<file path="src/sv/hds_pkg.sv">
// Shared types and constants of the heat diffusion stencil pass unit.
package hds_pkg;

    // Field and bus widths.
    localparam int CELL_W     = 32;
    localparam int GAIN_W     = 16;
    localparam int CFG_LEN_W  = 11;
    localparam int CFG_DATA_W = 16;
    localparam int CFG_IDX_W  = 2;
    localparam int OUT_IDX_W  = 10;
    localparam int S_TDATA_W  = 32;
    localparam int M_TDATA_W  = 56;
    localparam int M_PAD_W    = M_TDATA_W - CELL_W - 2 * OUT_IDX_W;

    // Arithmetic widths: the stencil sum needs 35 bits, the product 52.
    localparam int SUM_W   = 35;
    localparam int PROD_W  = 52;
    localparam int FRAC_W  = 16;
    localparam int DELTA_W = PROD_W - FRAC_W;
    localparam int FULL_W  = DELTA_W + 1;
    localparam int ROUND_BIAS = 32768;

    // Geometry and register reset values.
    localparam int GRID_MIN  = 3;
    localparam int RESET_LEN = 1024;
    localparam logic [GAIN_W-1:0] RESET_GAIN = 16'd16384;

    // Register indexes of the configuration port.
    localparam logic [CFG_IDX_W-1:0] CFG_ROW_LENGTH     = 2'd0;
    localparam logic [CFG_IDX_W-1:0] CFG_ROW_COUNT      = 2'd1;
    localparam logic [CFG_IDX_W-1:0] CFG_DIFFUSION_GAIN = 2'd2;

    // Stencil window cells and result queue.
    localparam int WINDOW_CELLS = 2;
    localparam int FIFO_DEPTH   = 8;
    localparam int FIFO_AW      = 3;
    localparam int FIFO_CW      = 4;

    // One grid column of the two stored rows: row r-2 above row r-1.
    typedef struct packed {
        logic signed [CELL_W-1:0] upper;
        logic signed [CELL_W-1:0] middle;
    } col_pair_t;

    // Control that travels with an item through the update pipeline.
    typedef struct packed {
        logic                 has_a;
        logic                 has_b;
        logic                 border;
        logic                 last;
        logic [OUT_IDX_W-1:0] row;
        logic [OUT_IDX_W-1:0] col;
    } item_ctl_t;

    // One queue entry: the updated cell of row r-1 and, if flagged,
    // the zero border cell of row r in the same column.
    typedef struct packed {
        logic signed [CELL_W-1:0] value;
        logic [OUT_IDX_W-1:0]     row;
        logic [OUT_IDX_W-1:0]     col;
        logic                     has_a;
        logic                     has_b;
        logic                     last;
    } result_t;

endpackage

</file>
<file path="src/sv/hds_window_cell.sv">
// One column cell of the stencil window; it takes its neighbor's column on each shift.
module hds_window_cell (
    input  logic               aclk,
    input  logic               shift_en,
    input  hds_pkg::col_pair_t pair_in,
    output hds_pkg::col_pair_t pair_out
);
    import hds_pkg::*;

    col_pair_t pair_reg;
    col_pair_t pair_next;

    always_comb begin
        pair_next = shift_en ? pair_in : pair_reg;
    end

    always_ff @(posedge aclk) begin
        pair_reg <= pair_next;
    end

    assign pair_out = pair_reg;

endmodule

</file>
<file path="config.mk">
export PLATFORM = sky130hd
export DESIGN_NAME = hds_window_cell
export DESIGN_NICKNAME = d
export VERILOG_FILES = /design/src/sv/hds_pkg.sv /design/src/sv/hds_window_cell.sv
export SDC_FILE = /design/constraint.sdc
export NUM_CORES = 1
export LEC_CHECK = 0
export BUFFER_PORTS_ARGS = -buffer_cell sky130_fd_sc_hd__clkbuf_2
export CORE_UTILIZATION = 40
export DETAILED_ROUTE_END_ITERATION = 10
export GPL_ROUTABILITY_DRIVEN = 1
export PLACE_DENSITY = 0.84
export REMOVE_ABC_BUFFERS = 1
export SYNTH_ARGS = -nofsm -noshare
export SYNTH_HDL_FRONTEND = slang
export SYNTH_SLANG_ARGS = --single-unit
export TNS_END_PERCENT = 20
</file>
<file path="constraint.sdc">
create_clock -name aclk -period 0.8 [get_ports aclk]
set_clock_uncertainty 0.05 [all_clocks]
set_input_delay 0.16 -clock aclk [delete_from_list [all_inputs] [get_ports aclk]]
set_output_delay 0.16 -clock aclk [all_outputs]
set_load 0.005 [all_outputs]
</file>
==> impl_table.tex <==
\begin{tabular}{lr}
\hline
Metric & Value \\
\hline
\multicolumn{2}{l}{\textbf{Critical path}} \\
Top delay family on crit path & flip-flops \\
Largest incremental delay on the critical path & 0.40 ns \\
Data required time of the worst path & 0.59 ns \\
Chain of cells forming the critical path & clkbuf\_2 \\
CP bufs+invs & 1 \\
Critical-path top delay cell & edfxtp\_1 \\
Worst setup path class & flop to output pin \\
Critical Path Start Type & flop \\
Critical path startpoint & pair\_out[4]\$\_DFFE\_PP\_ \\
Data arrival time at the worst-slack endpoint & 0.86 ns \\
Critical Path Sink Type & output pin \\
Biggest fanout along the worst timing path & 1 \\
\multicolumn{2}{l}{\textbf{Layout}} \\
Area added between synthesis and finish & 80.53\% \\
Core Util, Final & 0.7754 \\
Number of multi-input combinational cells & 0 \\
Number of flip-flops in the largest register & 64 \\
Antenna cell count & 0 \\
Number of nets in the layout & 336 \\
Footprint of the multi-input gates & 0 um2 \\
Fraction of final layout cells sized beyond drive strength 1 & 0.5200 \\
Most frequent cells in the layout & clkbuf\_2, edfxtp\_1, dlygate4sd3\_1, clkbuf\_8 \\
Most common cell after layout, fill and taps aside & clkbuf\_2 \\
Fillers & 246 \\
Final instance area & 3470 um2 \\
\multicolumn{2}{l}{\textbf{Clock tree}} \\
TritonCTS buffer count & 9 \\
Clock tree root buffer cell & clkbuf\_8 \\
Clock tree from TritonCTS & built \\
Number of buffers on the longest clock path & 2 \\
TritonCTS sink count & 64 \\
Count of buffers added by post-CTS timing repair for setup & 0 \\
CTS H-Tree Depth & 3 \\
Clock-pin slew on the worst setup and hold paths & 0.06 ns \\
\multicolumn{2}{l}{\textbf{STA}} \\
Number of failing setup endpoints in the final timing report & 65 \\
Setup repair after global routing missed its margin & yes \\
Worst relative slew slack & 0.8776 \\
Upper clock frequency limit & 935.1 MHz \\
Period Utilization, post-route & 1.337 \\
Post-route worst setup slack & -0.2695 ns \\
Hold Fails Final Rpt & 0 \\
Slew at the pin closest to its max-slew limit & 0.1835 ns \\
Min Tclk post-route & 1.069 ns \\
Final max-slew violation count & 0 \\
Worst hold slack across all endpoints & 0.2048 ns \\
Post-route setup TNS & -13.91 ns \\
\multicolumn{2}{l}{\textbf{Yosys}} \\
Area share of the largest cell type after synthesis & 1.000 \\
Sequential-to-total area share from yosys stat & 1.000 \\
Count of yosys warnings during synthesis & 0 \\
Flip-flop and latch count after synthesis & 64 \\
Cell taking the most area after synthesis & edfxtp\_1 \\
Mapped Cells & 64 \\
Mapped Avg Cell Area & 30.03 um2 \\
Top post-synthesis cells by area & edfxtp\_1 \\
Synth unique cells & 1 \\
Cell area after synthesis & 1922 um2 \\
\multicolumn{2}{l}{\textbf{Die}} \\
Number of standard-cell rows in the floorplan & 24 \\
Die height & 71.32 um \\
Die area & 5086 um2 \\
Core area & 4474 um2 \\
Boundary Pins & 130 \\
Initial core utilization & 0.4295 \\
Die Wd & 71.32 um \\
\multicolumn{2}{l}{\textbf{Pwr}} \\
Static Leakage & 1.539 nW \\
Total power draw & 0.007032 W \\
PwrDens & 2027 nW/um2 \\
Maximum vdd drop & 1.444 mV \\
\multicolumn{2}{l}{\textbf{Routing}} \\
Total via count after detailed routing & 1472 \\
DRC errors left & 10 \\
Count of antenna-violating nets left after detailed routing & 0 \\
Average wire per cell in the routed design & 15.23 um \\
Starting DRC count in detailed routing & 98 \\
Number of search-and-repair iterations in the first detailed-routing pass & 7 \\
Detailed Route WL & 4979 um \\
Drt via density & 4.502 \\
\multicolumn{2}{l}{\textbf{Global routing}} \\
Via count of the first global-routing pass & 1576 \\
Number of antenna violations at the first check in global routing & 0 \\
Global-route met3 utilization & 0.07736 \\
First-pass GRT wire length & 7383 um \\
Global-route layer with the greatest usage & met2 \\
Overflow after GRT & 0 \\
Global Route met1 Usage & 0.2139 \\
Largest net degree at the start of global routing & 35 \\
Grt met2 use & 0.3714 \\
GR Util All Layers & 0.2069 \\
\multicolumn{2}{l}{\textbf{Placement}} \\
Global placement routability congestion & 0.6300 \\
Port buffer count & 129 \\
Total cell area at the placement stage & 2673 um2 \\
\multicolumn{2}{l}{\textbf{Job}} \\
Max Cap Viol & 0 \\
\multicolumn{2}{l}{\textbf{Hold path}} \\
Launch instance of the worst min-delay path & pair\_in[46] \\
Worst Hold Class & input port to flop \\
\multicolumn{2}{l}{\textbf{Outcome}} \\
Status & finished with violations \\
Violations in the final reports & design-rule violations, negative setup slack \\
\hline
\end{tabular}
## metrics by stage
stage / setup WS (ns) / instances
global route: -0.2996 / 327
CTS: -0.2635 / 327
global placement: -0.08413 / 247
detailed placement: -0.1043 / 247
finish: -0.2695 / 327
floorplan: 0.2347 / 64
## cell families (layout without fill, tap and decap cells)
group | Yosys count | count (layout) | synth area share
buffers and inverters | 0 | 211 | 0
DFF | 64 | 64 | 1.000
## cells in the mapped netlist
| cell | count |
|---|---|
| edfxtp_1 | 64 |
## path summary, 6_finish.rpt
| kind | to | slack [ns] | cells after the start |
|---|---|---|---|
| max | pair_out[4] | -0.27 | 1 |
| min | pair_out[46]$_DFFE_PP_ | 0.20 | 2 |
## per-layer routing
layer  vias to the layer above  routed length, um
li1                        673                  -
met1                       693               1844
met2                        95               2557
met3                        11                493
met4                         0                 83
met5                         -                  0
## area by class of cell
class,instances,area (um2),area share
Sequential cell,64,1922,0.5539
Timing Repair Buffer,195,1329,0.3830
Clock buffer,10,127.6,0.03678
Tap cell,52,65.06,0.01875
Clock inverter,6,26.28,0.007573
## where the power goes
| group | total (W) | internal [W] | leakage [nW] | switching (W) |
|---|---|---|---|---|
| registers | 0.00406 | 0.00399 | 0.626 | 0.0000776 |
| clock network | 0.00218 | 0.00108 | 0.0823 | 0.00111 |
| logic | 0.000787 | 0.000492 | 0.831 | 0.000295 |
| total | 0.00703 | 0.00555 | 1.54 | 0.00148 |
## what timing repair did
| item | in CTS | in global routing |
|---|---|---|
| endpoints found under the hold margin | 64 | 0 |
| hold buffers | 64 | 0 |
| gates resized for setup | 0 | 2 |
| endpoints found under the setup margin | 64 | 65 |
| cloned | 0 | 0 |
Note: power is estimated with default switching activity, not from simulation.
