--- src/sv/hds_pkg.sv ---
// Shared types and constants of the heat diffusion stencil pass unit.
package hds_pkg;

    // Field and bus widths.
    localparam int CELL_W     = 32;
    localparam int GAIN_W     = 16;
    localparam int CFG_LEN_W  = 11;
    localparam int CFG_DATA_W = 16;
    localparam int CFG_IDX_W  = 2;
    localparam int OUT_IDX_W  = 10;
    localparam int S_TDATA_W  = 32;
    localparam int M_TDATA_W  = 56;
    localparam int M_PAD_W    = M_TDATA_W - CELL_W - 2 * OUT_IDX_W;

    // Arithmetic widths: the stencil sum needs 35 bits, the product 52.
    localparam int SUM_W   = 35;
    localparam int PROD_W  = 52;
    localparam int FRAC_W  = 16;
    localparam int DELTA_W = PROD_W - FRAC_W;
    localparam int FULL_W  = DELTA_W + 1;
    localparam int ROUND_BIAS = 32768;

    // Geometry and register reset values.
    localparam int GRID_MIN  = 3;
    localparam int RESET_LEN = 1024;
    localparam logic [GAIN_W-1:0] RESET_GAIN = 16'd16384;

    // Register indexes of the configuration port.
    localparam logic [CFG_IDX_W-1:0] CFG_ROW_LENGTH     = 2'd0;
    localparam logic [CFG_IDX_W-1:0] CFG_ROW_COUNT      = 2'd1;
    localparam logic [CFG_IDX_W-1:0] CFG_DIFFUSION_GAIN = 2'd2;

    // Stencil window cells and result queue.
    localparam int WINDOW_CELLS = 2;
    localparam int FIFO_DEPTH   = 8;
    localparam int FIFO_AW      = 3;
    localparam int FIFO_CW      = 4;

    // One grid column of the two stored rows: row r-2 above row r-1.
    typedef struct packed {
        logic signed [CELL_W-1:0] upper;
        logic signed [CELL_W-1:0] middle;
    } col_pair_t;

    // Control that travels with an item through the update pipeline.
    typedef struct packed {
        logic                 has_a;
        logic                 has_b;
        logic                 border;
        logic                 last;
        logic [OUT_IDX_W-1:0] row;
        logic [OUT_IDX_W-1:0] col;
    } item_ctl_t;

    // One queue entry: the updated cell of row r-1 and, if flagged,
    // the zero border cell of row r in the same column.
    typedef struct packed {
        logic signed [CELL_W-1:0] value;
        logic [OUT_IDX_W-1:0]     row;
        logic [OUT_IDX_W-1:0]     col;
        logic                     has_a;
        logic                     has_b;
        logic                     last;
    } result_t;

endpackage

--- src/sv/hds_update.sv ---
// Three-stage stencil arithmetic: sum, gain multiply, rounding with saturation.
module hds_update (
    input  logic                                aclk,
    input  logic                                aresetn,
    input  logic                                in_valid,
    input  hds_pkg::item_ctl_t                  in_ctl,
    input  logic signed [hds_pkg::CELL_W-1:0]   north,
    input  logic signed [hds_pkg::CELL_W-1:0]   south,
    input  logic signed [hds_pkg::CELL_W-1:0]   east,
    input  logic signed [hds_pkg::CELL_W-1:0]   west,
    input  logic signed [hds_pkg::CELL_W-1:0]   center,
    input  logic [hds_pkg::GAIN_W-1:0]          gain,
    output logic                                out_valid,
    output hds_pkg::result_t                    out_result,
    output logic [1:0]                          inflight
);
    import hds_pkg::*;

    logic                     v1_reg, v1_next;
    logic                     v2_reg, v2_next;
    item_ctl_t                ctl1_reg, ctl2_reg;
    logic signed [CELL_W-1:0] c1_reg, c2_reg;
    logic signed [SUM_W-1:0]  sum1_reg, sum1_next;
    logic signed [PROD_W-1:0] prod2_reg, prod2_next;
    logic signed [GAIN_W:0]   gain_s;
    logic signed [PROD_W-1:0] rounded;
    logic signed [DELTA_W-1:0] delta;
    logic signed [FULL_W-1:0] total;
    logic [FULL_W-CELL_W:0]   top_bits;
    logic signed [CELL_W-1:0] sat_value;

    // Stage 1: N + S + E + W - 4C, exact at 35 bits.
    always_comb begin
        sum1_next = SUM_W'(north) + SUM_W'(south) + SUM_W'(east) + SUM_W'(west)
                  - (SUM_W'(center) <<< 2);
    end

    // Stage 2: signed sum times the unsigned Q0.16 gain.
    always_comb begin
        gain_s     = $signed({1'b0, gain});
        prod2_next = PROD_W'(sum1_reg) * PROD_W'(gain_s);
    end

    // Stage 3: round to nearest (ties up), add the center cell, saturate.
    always_comb begin
        rounded  = prod2_reg + PROD_W'(ROUND_BIAS);
        delta    = $signed(rounded[PROD_W-1:FRAC_W]);
        total    = FULL_W'(c2_reg) + FULL_W'(delta);
        top_bits = total[FULL_W-1:CELL_W-1];
        if ((&top_bits) || !(|top_bits)) begin
            sat_value = total[CELL_W-1:0];
        end else if (total[FULL_W-1]) begin
            sat_value = {1'b1, {(CELL_W-1){1'b0}}};
        end else begin
            sat_value = {1'b0, {(CELL_W-1){1'b1}}};
        end
    end

    always_comb begin
        v1_next = in_valid;
        v2_next = v1_reg;
    end

    always_ff @(posedge aclk) begin
        if (!aresetn) begin
            v1_reg <= 1'b0;
            v2_reg <= 1'b0;
        end else begin
            v1_reg <= v1_next;
            v2_reg <= v2_next;
        end
    end

    always_ff @(posedge aclk) begin
        sum1_reg  <= sum1_next;
        ctl1_reg  <= in_ctl;
        c1_reg    <= center;
        prod2_reg <= prod2_next;
        ctl2_reg  <= ctl1_reg;
        c2_reg    <= c1_reg;
    end

    always_comb begin
        out_valid        = v2_reg;
        out_result.value = ctl2_reg.border ? '0 : sat_value;
        out_result.row   = ctl2_reg.row;
        out_result.col   = ctl2_reg.col;
        out_result.has_a = ctl2_reg.has_a;
        out_result.has_b = ctl2_reg.has_b;
        out_result.last  = ctl2_reg.last;
        inflight         = {1'b0, v1_reg} + {1'b0, v2_reg};
    end

endmodule

--- config.mk ---
export PLATFORM = sky130hd
export DESIGN_NAME = hds_update
export DESIGN_NICKNAME = d
export VERILOG_FILES = /design/src/sv/hds_pkg.sv /design/src/sv/hds_update.sv
export SDC_FILE = /design/constraint.sdc
export NUM_CORES = 2
export LEC_CHECK = 0
export BUFFER_PORTS_ARGS = -buffer_cell sky130_fd_sc_hd__buf_2
export CAP_MARGIN = 0
export CORE_ASPECT_RATIO = 2
export CORE_MARGIN = 2
export CORE_UTILIZATION = 57
export DETAILED_ROUTE_END_ITERATION = 12
export PLACE_DENSITY = 0.8
export SYNTH_ARGS = -nofsm -noshare
export SYNTH_HDL_FRONTEND = slang
export SYNTH_SLANG_ARGS = --single-unit
--- constraint.sdc ---
create_clock -name aclk -period 7.5 [get_ports aclk]
set_clock_uncertainty 0.15 [all_clocks]
set_input_delay 1.125 -clock aclk [delete_from_list [all_inputs] [get_ports aclk]]
set_output_delay 1.125 -clock aclk [all_outputs]
set_load 0.005 [all_outputs]
==> results_dict.tcl <==
set metrics [dict create \
    core-area_um2 50800 \
    area_growth_pct 9.964 \
    cts_buffers 17 \
    synthArstFlopShare_pct 0 \
    synth_top_cell_by_area "fa_1" \
    routabilityCongestion 1.028 \
    max_freq_mhz 138.4 \
    num_vias 22490 \
    syn_area_um2 29280 \
    synth_top_area_share_pct 43.00 \
    start_util_pct 57.65 \
    track_usage_pct 33.25 \
    synth_seq_cells 186 \
    cts_sinks 186 \
    die_w_um 164.3 \
    path_cells "buf_2, buf_4, buf_4, nand2_1, fa_1, inv_1, fa_1, fa_1, fa_1, fa_1, inv_1, fa_1, inv_1, ha_1, a41oi_1, o21ai_0, a21oi_1, o21a_1, o21ai_0, a31o_2, a31oi_1, inv_1, a21oi_1, xnor2_1" \
    synth_cell_types 71 \
    crit_path_end_kind "flop" \
    io_buffers 260 \
    avgSynthCellArea_um2 9.404 \
    synthTopCellsByArea "fa_1, dfxtp_1, inv_1" \
    cp.arrival_ns 7.45 \
    worstHoldPathType "flop to flop" \
    finalHoldViolations 0 \
    fin_cells 4031 \
    grt_pass1_vias 25920 \
    drt-total-wl_um 82850 \
    grt_first_pass_wirelength_um 132400 \
    avgViaCountPerCell 5.580 \
    root_buffer "clkbuf_16" \
    nets 4386 \
    fp.dieH_um 324.5 \
    syn_inst 3114 \
    clkTransAtPathRegs_ns 0.08 \
    worst_skew_pair.late_latency_ns 0.44 \
    drtIter0Drc 1257 \
    setup-violations-final 0 \
    critPathMostFrequentCell "fa_1" \
    antenna_found_initial 9 \
    finalCritPeriodShare_pct 96.37 \
    synth_nets 4141 \
    outcome "completed" \
    detail-route-antenna-nets 0 \
    synth-compound-area-share_pct 7.405 \
    num_rows 117 \
    dieArea_um2 53310 \
    largest_register_ffs 37 \
    dp_cells 3994 \
    synth_edf_count 0 \
    synth_xor_area_share_pct 4.277 \
    cp_top_family "adder cells" \
    critPathMaxFanout 17 \
    crit_type "input pin to flop" \
    htreeDepth 4 \
    synthMuxAreaShare_pct 0.03418 \
    startpoint_type "input pin" \
    yosysWarnings 0 \
    cts_tree "done" \
    rsz0062_at_grt "no" \
    tightest_slew_ns 0.9626 \
    slew_headroom_pct 35.74 \
    synthSimpleGateAreaFrac_pct 13.51 \
    drv_slew 0 \
    dr.pass1.iters 5 \
    crit_buf_inv 7 \
    cts_setup_buffers 0 \
    grt_max_degree 32 \
    synth_top_family_by_area "adder cells" \
    drive_above_1_share_pct 12.25 \
    dp_hpwl_um 68300 \
    wl_per_cell_um 20.55 \
    critPathMaxStageDelay_ns 0.65 \
    seq_area_frac_synth_pct 12.72 \
    slowest_stage "fa_1" \
    synth_ff_type "dfxtp_1" \
    maxCapViolCount 0 \
    critical_path_required_ns 7.73 \
    fin_crit_ns 7.228 \
    synth_fa_ha_area_share_pct 51.33 \
    io-pin-count 261 \
    clk_path_buf_depth 2 \
    grt_overflow 0 \
    drc_errors 0 \
]
==> worst reg2reg max path, cell delays in order, from the launching register on <==
cell,delay (ns)
dfxtp_1,0.90
buf_4,0.29
nand2_1,0.08
fa_1,0.53
inv_1,0.05
fa_1,0.48
fa_1,0.71
fa_1,0.48
fa_1,0.51
fa_1,0.43
ha_1,0.35
nand4_1,0.15
o21ai_0,0.19
a211oi_1,0.08
buf_4,0.16
o31a_1,0.25
o31ai_2,0.10
a21boi_1,0.17
o211ai_1,0.22
buf_4,0.16
nand4_1,0.16
a311oi_1,0.37
xnor2_1,0.17
==> layout by cell type (no fill, tap or decap), types with 18 or more instances in the layout <==
master   count
inv_1      672
fa_1       628
nand2_1    433
buf_2      260
and2_1     210
ha_1       195
dfxtp_1    186
xnor2_1     97
buf_4       94
a21oi_1     86
a21o_1      77
nor2_1      67
xor2_1      46
o21ai_0     44
nand3_1     31
nand4_1     19
nor2b_1     18
==> cells in the mapped netlist (7+ instances only) <==
cell / number
buf_4: 26
nand4_1: 19
xor2_1: 46
o21ai_0: 44
and2_1: 210
nor3_1: 11
dfxtp_1: 186
nand2_1: 433
a211oi_1: 7
nor2_1: 67
xnor2_1: 97
a21o_1: 77
nand3_1: 31
a31oi_1: 8
nor2b_1: 18
ha_1: 195
o21a_1: 17
fa_1: 629
nand2b_1: 15
a21oi_1: 86
clkbuf_1: 100
and3_1: 16
inv_1: 673
==> cell families (layout without fill, tap and decap cells) <==
group           count (synthesis)  after routing
simple gates                  838            838
fa+ha+maj                     824            824
buf+inv                       804           1062
compound gates                318            318
flops                         186            186
xor+xnor                      143            143
mux                             1              1
other cells                     0              5
==> worst paths after layout <==
kind	start	end	slack (ns)	cells after the start
setup / recovery	gain[8]	prod2_reg[48]	0.27	24
hold / removal	c1_reg[17]	c2_reg[17]	0.17	0
setup reg to reg	sum1_reg[15]	prod2_reg[51]	0.31	22
hold reg to reg	c1_reg[17]	c2_reg[17]	0.17	0
==> through the flow <==
step                hold slack (ns)  setup WS [ns]  instance area (um^2)  setup TNS, ns  util [%]
detailed placement           0.1621       -0.07125                 31550       -0.07125     62.12
floorplan                    0.1596         0.2346                 29280              0         -
finish                       0.1747         0.2720                 32200              0     63.39
global placement             0.1607      -0.002983                 31550      -0.002983     62.12
CTS                          0.1773         0.2116                 32160              0     63.32
global route                 0.1810        0.01556                 32200              0     63.38
==> layout make-up <==
| class | instances | area (um^2) |
|---|---|---|
| clock inverters | 15 | 185.2 |
| repair buffers | 357 | 2067 |
| clock buffers | 17 | 425.4 |
| flip-flops and latches | 186 | 3724 |
| well taps | 654 | 818.3 |
| diodes | 5 | 12.51 |
| inverters | 673 | 2526 |
| fillers | 4078 | 18600 |
| multi-input cells | 2124 | 22440 |
==> metal layers <==
| metal | wire length (um) | part of all wire [%] | global-route usage [%] |
|---|---|---|---|
| met1 | 22870 | 28 | 28.07 |
| met2 | 43950 | 53 | 59.78 |
| met3 | 5359 | 6.5 | 8.312 |
| met4 | 10630 | 13 | 33.03 |
| met5 | 38 | 0.046 | 0 |
==> timing repair <==
action                                  4_1_cts  5_1_grt
endpoints found under the setup margin        0       34
resized for setup                             0        5
endpoints found under the hold margin         0        0
hold buffers                                  0        0
Power is not shown: default switching activity piles up to over one toggle a cycle in this logic, so the estimate is an artifact.
